--- src/rtl/pmo_pkg.sv ---
// Types, widths and codes for the polyline miter offset block.
// Used by pmo_alu and polyline_miter_offset; depends on nothing.
package pmo_pkg;

  localparam int COORD_WIDTH = 32;
  localparam int HW_WIDTH = 23;
  localparam logic [HW_WIDTH-1:0] HW_RESET = 23'd83886;
  localparam int UW = 80;   // shared unit operand width
  localparam int NW = 25;   // segment normal, signed
  localparam int MAGW = 48; // squared normal length
  localparam int DETW = 50; // cross product, signed
  localparam int OFFW = 64; // offset vector, signed
  localparam int SUMW = 66;

  typedef enum logic [1:0] {
    OP_MUL,
    OP_DIV,
    OP_SQRT
  } alu_op_t;

  typedef struct packed {
    logic          start;
    alu_op_t       op;
    logic [UW-1:0] a;
    logic [UW-1:0] b;
  } alu_req_t;

  typedef struct packed {
    logic          done;
    logic [UW-1:0] q;
    logic [UW-1:0] r;
  } alu_res_t;

  typedef struct packed {
    logic signed [COORD_WIDTH-1:0] point_x;
    logic signed [COORD_WIDTH-1:0] point_y;
    logic                          is_final;
  } pmo_in_t;

  typedef struct packed {
    logic signed [COORD_WIDTH-1:0] center_x;
    logic signed [COORD_WIDTH-1:0] center_y;
    logic signed [COORD_WIDTH-1:0] left_x;
    logic signed [COORD_WIDTH-1:0] left_y;
    logic signed [COORD_WIDTH-1:0] right_x;
    logic signed [COORD_WIDTH-1:0] right_y;
    logic                          end_of_route;
  } pmo_out_t;

  typedef enum logic [4:0] {
    S_IDLE,
    S_NSHIFT,
    S_NSQX,
    S_NSQY,
    S_NSQRT,
    S_NMULX,
    S_NDIVX,
    S_NMULY,
    S_NDIVY,
    S_NRET,
    S_DET1,
    S_DET2,
    S_A1,
    S_A2,
    S_B1,
    S_B2,
    S_NX1,
    S_NX2,
    S_QX,
    S_NY1,
    S_NY2,
    S_QY,
    S_EMITA,
    S_EMITB,
    S_DONE
  } state_t;

endpackage

--- src/rtl/pmo_alu.sv ---
// Shared iterative unit: shift-add multiply, restoring divide, bitwise square root.
// One step per cycle. Depends on pmo_pkg.
module pmo_alu (
  input  logic              clk,
  input  logic              rst,
  input  pmo_pkg::alu_req_t req,
  output pmo_pkg::alu_res_t res
);
  import pmo_pkg::*;

  localparam int CW = $clog2(UW + 1);

  logic [UW-1:0] x, y, x_next, y_next;
  logic [UW:0]   z, z_next, t, s;
  logic [CW-1:0] cnt;
  logic          busy, done;
  alu_op_t       op_r;

  always_comb begin
    t = {z[UW-1:0], x[UW-1]};
    s = z + {1'b0, y};
    x_next = x;
    y_next = y;
    z_next = z;
    case (op_r)
      OP_MUL: begin
        x_next = {x[UW-2:0], 1'b0};
        y_next = {1'b0, y[UW-1:1]};
        z_next = y[0] ? z + {1'b0, x} : z;
      end
      OP_DIV: begin
        if (t >= {1'b0, y}) begin
          z_next = t - {1'b0, y};
          x_next = {x[UW-2:0], 1'b1};
        end else begin
          z_next = t;
          x_next = {x[UW-2:0], 1'b0};
        end
      end
      OP_SQRT: begin
        y_next = {2'b00, y[UW-1:2]};
        if ({1'b0, x} >= s) begin
          x_next = x - s[UW-1:0];
          z_next = {1'b0, z[UW:1]} + {1'b0, y};
        end else begin
          z_next = {1'b0, z[UW:1]};
        end
      end
      default: begin
        z_next = z;
      end
    endcase
  end

  always_ff @(posedge clk) begin
    if (rst) begin
      busy <= 1'b0;
      done <= 1'b0;
      cnt  <= '0;
      op_r <= OP_MUL;
    end else begin
      done <= 1'b0;
      if (req.start) begin
        op_r <= req.op;
        busy <= 1'b1;
        case (req.op)
          OP_DIV: cnt <= CW'(UW);
          default: cnt <= CW'(32);
        endcase
      end else if (busy) begin
        cnt <= cnt - 1'b1;
        if (cnt == CW'(1)) begin
          busy <= 1'b0;
          done <= 1'b1;
        end
      end
    end
  end

  always_ff @(posedge clk) begin
    if (req.start) begin
      z <= '0;
      x <= req.a;
      case (req.op)
        OP_SQRT: y <= UW'(1) << 62;
        default: y <= req.b;
      endcase
    end else if (busy) begin
      x <= x_next;
      y <= y_next;
      z <= z_next;
    end
  end

  assign res.done = done;
  assign res.q    = (op_r == OP_DIV) ? x : z[UW-1:0];
  assign res.r    = z[UW-1:0];

endmodule
--- config.mk ---
export PLATFORM = sky130hd
export DESIGN_NAME = pmo_alu
export DESIGN_NICKNAME = d
export VERILOG_FILES = /design/src/rtl/pmo_pkg.sv /design/src/rtl/pmo_alu.sv
export SDC_FILE = /design/constraint.sdc
export NUM_CORES = 2
export LEC_CHECK = 0
export ABC_AREA = 0
export BUFFER_PORTS_ARGS = -buffer_cell sky130_fd_sc_hd__buf_4
export CORE_AREA = 8 8 270 337
export DETAILED_ROUTE_END_ITERATION = 12
export DIE_AREA = 0 0 278 345
export PLACE_DENSITY_LB_ADDON = 0.2
export SLEW_MARGIN = 20
export SYNTH_ARGS = -nofsm -noshare
export SYNTH_HDL_FRONTEND = slang
export SYNTH_SLANG_ARGS = --single-unit
--- constraint.sdc ---
create_clock -name clk -period 10.9 [get_ports clk]
set_clock_uncertainty 0.1 [all_clocks]
set_input_delay 2.18 -clock clk [delete_from_list [all_inputs] [get_ports clk]]
set_output_delay 2.18 -clock clk [all_outputs]
set_load 0.1 [all_outputs]
# == After elaboration in Yosys (flattened, before gate mapping) ==
# Cells that the tools add are included.
# word_totals
elab_cells,53
in_bits,165
out_inout_bits,161
register_bits,252
# classes
bitwise,1
order_cmp,2
addsub,6
reduce_logical,9
mux,21
eq_ne,7
# op_table
cell,n
80-bit two-way mux,7
81-bit two-way mux,3
81-bit case mux with 3 select lines,1
80-bit case mux with 3 select lines,1
81-bit by 80-bit adder with 81-bit output,2
80-bit case mux with 2 select lines,1
80-bit by 80-bit adder with 81-bit output,1
80-bit by 81-bit >= comparator with 1-bit output,1
81-bit by 80-bit >= comparator with 1-bit output,1
81-bit by 80-bit subtractor with 81-bit output,1
80-bit subtractor,1
7-bit two-way mux,3
"7-bit by 1-bit == test with 1-bit output, second input constant",1
"7-bit by 1-bit subtractor with 7-bit output, second input constant",1
3-bit AND reduction,2
3-bit nonzero test,2
1-bit two-way mux,5
"2-bit by 1-bit == test with 1-bit output, second input constant",2
"2-bit == test, second input constant",2
4-bit nonzero test,1
"3-bit inequality test, second input constant",1
3-bit OR reduction,1
2-bit zero test,1
"2-bit inequality test, second input constant",1
3 further kinds,3

# == Longest topological paths before layout ==
# logic_depth
ltp_word,6
depth_mapped,32

# == Least setup slack after synthesis ==
# No wires, ideal clock.
# synth_path
path_kind,register to register
startpoint,reg z[0]
endpoint,reg x[0] (enable)
arrival_ps,10868
stages_incl_launch_ff,30
required_ps,10171
setup_time_ps,629
path_slack_ps,-696
n_path_buf,2
cell_sequence,dfxtp_1 > ha_1 > inv_1 > fa_1 > nand2b_1 > a21oi_1 > o21ai_0 > a21oi_1 > a21oi_2 > o311ai_2 > a41o_1 > a31o_2 > o41ai_4 > o21bai_1 > a31oi_1 > o21bai_1 > xnor2_1 > ha_1 > nand4_1 > nor3_1 > nand2_1 > nor3_1 > a21oi_1 > a2bb2oi_1 > o311ai_1 > a21oi_2 > buf_6 > nor2b_4 > buf_6 > o21ai_0
# synth_via
elab_chain_cells,4
# synth_rtl
item,line_no,text
"start, declared",pmo_alu.sv:14,"logic [UW:0] z, z_next, t, s;"
"start signal, assigned",pmo_alu.sv:91,z <= z_next;
81-bit by 80-bit adder with 81-bit output,pmo_alu.sv:21,"s = z + {1'b0, y};"
80-bit by 81-bit >= comparator with 1-bit output,pmo_alu.sv:42,"if ({1'b0, x} >= s) begin"
3-bit inequality test (no line),-,
3-bit AND reduction (no line),-,
"end signal, assigned",pmo_alu.sv:83,x <= req.a;
"end signal, assigned",pmo_alu.sv:89,x <= x_next;
"end, declared",pmo_alu.sv:13,"logic [UW-1:0] x, y, x_next, y_next;"
# No other way between the ends.
# A chain may end at the register's enable or synchronous reset.

# == Worst setup path after layout ==
# layout_path
startpoint,reg z[8]
endpoint,reg z[74]
# layout_via
elab_chain_cells,4
elab_cells_between_ends,10
cone_classes,4 x add/sub; 2 x order compare; 4 x mux
# layout_rtl
item,line_no,text
81-bit by 80-bit adder with 81-bit output,pmo_alu.sv:21,
80-bit by 81-bit >= comparator with 1-bit output,pmo_alu.sv:42,
81-bit two-way mux,pmo_alu.sv:42,
81-bit case mux with 3 select lines (*),pmo_alu.sv:25,case (op_r)
# Every way passes the cells marked *; elsewhere a longest branch is shown, timed or not. The select of a mux whose other input is x is not followed.

==> flow_summary.json <==
{
  "outcome": "finished clean",
  "pin_count": 326,
  "synth-compound-area-share": 0.309,
  "area_delta_synth_final_pct": 9.65,
  "die_area_um2": 95900,
  "place_inst": 6354,
  "synth-simple-area-share": 0.175,
  "avgSynthCellArea_um2": 7.48,
  "final_util": 0.503,
  "final_cell_count_no_fill": 6419,
  "slew_viol_final": 0,
  "cts-root-buf": "clkbuf_16",
  "nets": 5870,
  "worst-path-max-fanout": 44,
  "first_pass_iters": 6,
  "cts_tree": "yes",
  "comb_power_share": 0.663,
  "first_iter_violations": 3838,
  "use_met2": 0.595,
  "routed_wl_mm": 177,
  "critPathBufInv": 1,
  "synth_cell_types": 104,
  "synth_top_family_by_area": "compound AO/OA/AOI/OAI gates",
  "grtUsageTotal": 0.349,
  "yosys_most_used_dff": "edfxtp_1",
  "multi_input_area_um2": 29800,
  "dp_hpwl_mm": 140,
  "dieHeight_um": 345,
  "p_switching_mw": 4.14,
  "busiest_layer": "met2",
  "clk_pin_slew_ps": 60,
  "rsz0062_at_grt": "false",
  "muxShareOfSynthArea": 0.0595,
  "clkPwrFrac": 0.156,
  "powerDensity_nw_per_um2": 180,
  "core-area_um2": 85300,
  "worst_pin_slew_ps": 1100,
  "grt_util_met1": 0.402,
  "total_power_mw": 7.70,
  "required_ps": 11240,
  "slowest_stage": "a211oi_1",
  "min_period_ps": 9300,
  "fmax_mhz": 108,
  "finalSetupTns_ps": 0,
  "async_flop_share": 0,
  "worst_ir_drop_vdd_uv": 136,
  "post-route-period-util": 0.853,
  "sw_frac_of_total": 0.538,
  "synth.net_count": 5804,
  "fin_hold_ws_ps": 433,
  "postCtsSetupBuffers": 0,
  "syn_area_um2": 39100,
  "p_seq_frac": 0.181,
  "gp_congestion": 1.05,
  "synth_edf_count": 160,
  "cts.sinks": 252,
  "critPathArrivalTime_ps": 9640,
  "critical_path.max_stage_delay_ps": 820,
  "internal_power_mw": 3.56,
  "relSlewSlack": 0.258,
  "synth_seq_cells": 252,
  "synth-xor-area-share": 0.0836,
  "cts-buffers-inserted": 36,
  "grt_antenna_before_repair": 3,
  "cpMostUsedCell": "nand2_1",
  "synthAdderAreaFrac": 0.133,
  "final_common_cell": "a21oi_1",
  "vias_per_cell": 6.54,
  "portBuffers": 325,
  "drive_above_1_share": 0.114,
  "yosys_warnings": 0,
  "setup_violations": 0,
  "cap_violations": 0,
  "seq_area_um2": 6650,
  "avgRoutedWirePerCell_um": 27.6,
  "final_cell_mix": "a21oi_1 (585), nand2_1 (545), o21ai_0 (408)",
  "p_leak_nw": 18.8,
  "initial_core_util": 0.458,
  "cp_top_family": "compound AO/OA/AOI/OAI gates",
  "fill_cells": 8700,
  "globalRoute.totalOverflow": 0,
  "htree_levels": 2,
  "drtAntennaViolNets": 0,
  "ctsResizeCount": 0,
  "clock_path_buffers": 3,
  "end_kind": "flip-flop",
  "vias": 41999,
  "start_kind": "flip-flop",
  "path_class": "flip-flop to flip-flop",
  "hold_violations": 0,
  "grt_pass1_vias": 40919,
  "grt_max_degree": 121,
  "rows": 120,
  "grt_pass1_wl_mm": 261,
  "cts_hold_buf": 0,
  "syn_inst": 5228,
  "clock_latency_ps": 600,
  "die_x_um": 278,
  "hp-class": "flip-flop to flip-flop",
  "grt_use_met3": 0.0517,
  "yosysSeqAreaShare": 0.170,
  "drc_errors": 0
}
## synth_stat cells, types with 12 or more instances
cell type	n	area, µm²
o21ai_0	410	2050
nand2_1	547	2050
a211oi_1	52	390
a221oi_1	72	631
inv_1	225	845
o221ai_1	33	289
xnor2_1	211	1850
a21o_1	214	1610
buf_2	44	220
a21oi_1	586	2930
nand3_1	74	370
o22ai_1	48	300
o21a_1	41	308
nor3_1	98	490
a221o_1	25	250
nor2b_1	52	325
dfxtp_1	92	1840
nand4_1	118	738
mux2_2	83	935
o31ai_1	18	135
o211ai_1	35	263
buf_4	83	623
xor2_1	162	1420
clkbuf_1	229	860
mux2i_1	130	1300
nand2b_1	54	338
ha_1	406	5080
o21ai_1	30	150
o31a_1	12	105
o21bai_1	92	691
and3_1	52	325
and2_1	21	131
a31oi_1	52	325
nor4_1	24	150
edfxtp_1	160	4800
a22oi_1	27	203
nor2_1	361	1360
a41oi_1	12	105
and4_1	12	105
a21boi_0	13	97.6
## metal layers
layer	share of wire	vias to the layer above
li1	-	19486
met1	0.38	19958
met2	0.47	2009
met3	0.067	544
met4	0.078	2
met5	0.000051	-
## registers in the layout, indices dropped and copies added, names as in the netlist
register  count
busy          1
cnt           7
done          1
op_r          2
x            80
y            80
z            81
## area by class of cell
class	count	share of cell area
Clock inverter	14	0.00286
Timing Repair Buffer	408	0.0716
Clock buffer	48	0.0230
Tap cell	1098	0.0320
Sequential cell	252	0.155
Antenna cell	3	0.000175
Multi-Input combinational cell	4370	0.695
Inverter	226	0.0198
## power by group through the flow
stage / combinational (mW) / clock [mW] / sequential (mW)
after floorplan: 3.69 / 0 / 1.30
after global placement: 4.97 / 0 / 1.40
after detailed placement: 4.96 / 0 / 1.40
after CTS: 4.99 / 1.22 / 1.38
after global routing: 5.45 / 1.24 / 1.40
final: 5.10 / 1.21 / 1.39
## cells by family (layout without fill, tap and decap cells)
group	after synthesis	in the layout
XOR/XNOR	373	373
AND/OR/NAND/NOR	1469	1469
buffers and inverters	606	696
other	0	3
AO/OA/AOI/OAI	1896	1896
flip-flops	252	252
multiplexers	221	221
adder cells (fa/ha/maj)	411	411
## worst reg2reg max path, delay by kind of cell, from the launching register on
kind	cells	cell delay (ps)
adder cells (fa/ha/maj)	2	750
XOR/XNOR	1	160
flip-flops	1	560
AND/OR/NAND/NOR	6	1220
AO/OA/AOI/OAI	18	5980
buffers and inverters	1	410
## worst paths after layout
path,from,endpoint,slack (ps),cells past startpoint
worst min-delay path,cnt[1],cnt[1],430,2
worst max-delay path,z[8],z[74],1600,28
worst max register to register,z[8],z[74],1600,28
worst min register to register,cnt[1],cnt[1],430,2
## through the flow
stage | setup slack [ps] | cell area, µm²
3_3_place_gp | 2020 | 41700
6_report | 1600 | 42900
5_1_grt | 1250 | 42900
4_1_cts | 1920 | 42900
3_5_place_dp | 1960 | 41700
2_1_floorplan | 1470 | 39100
No activity file was read; power rests on OpenSTA's default activity.
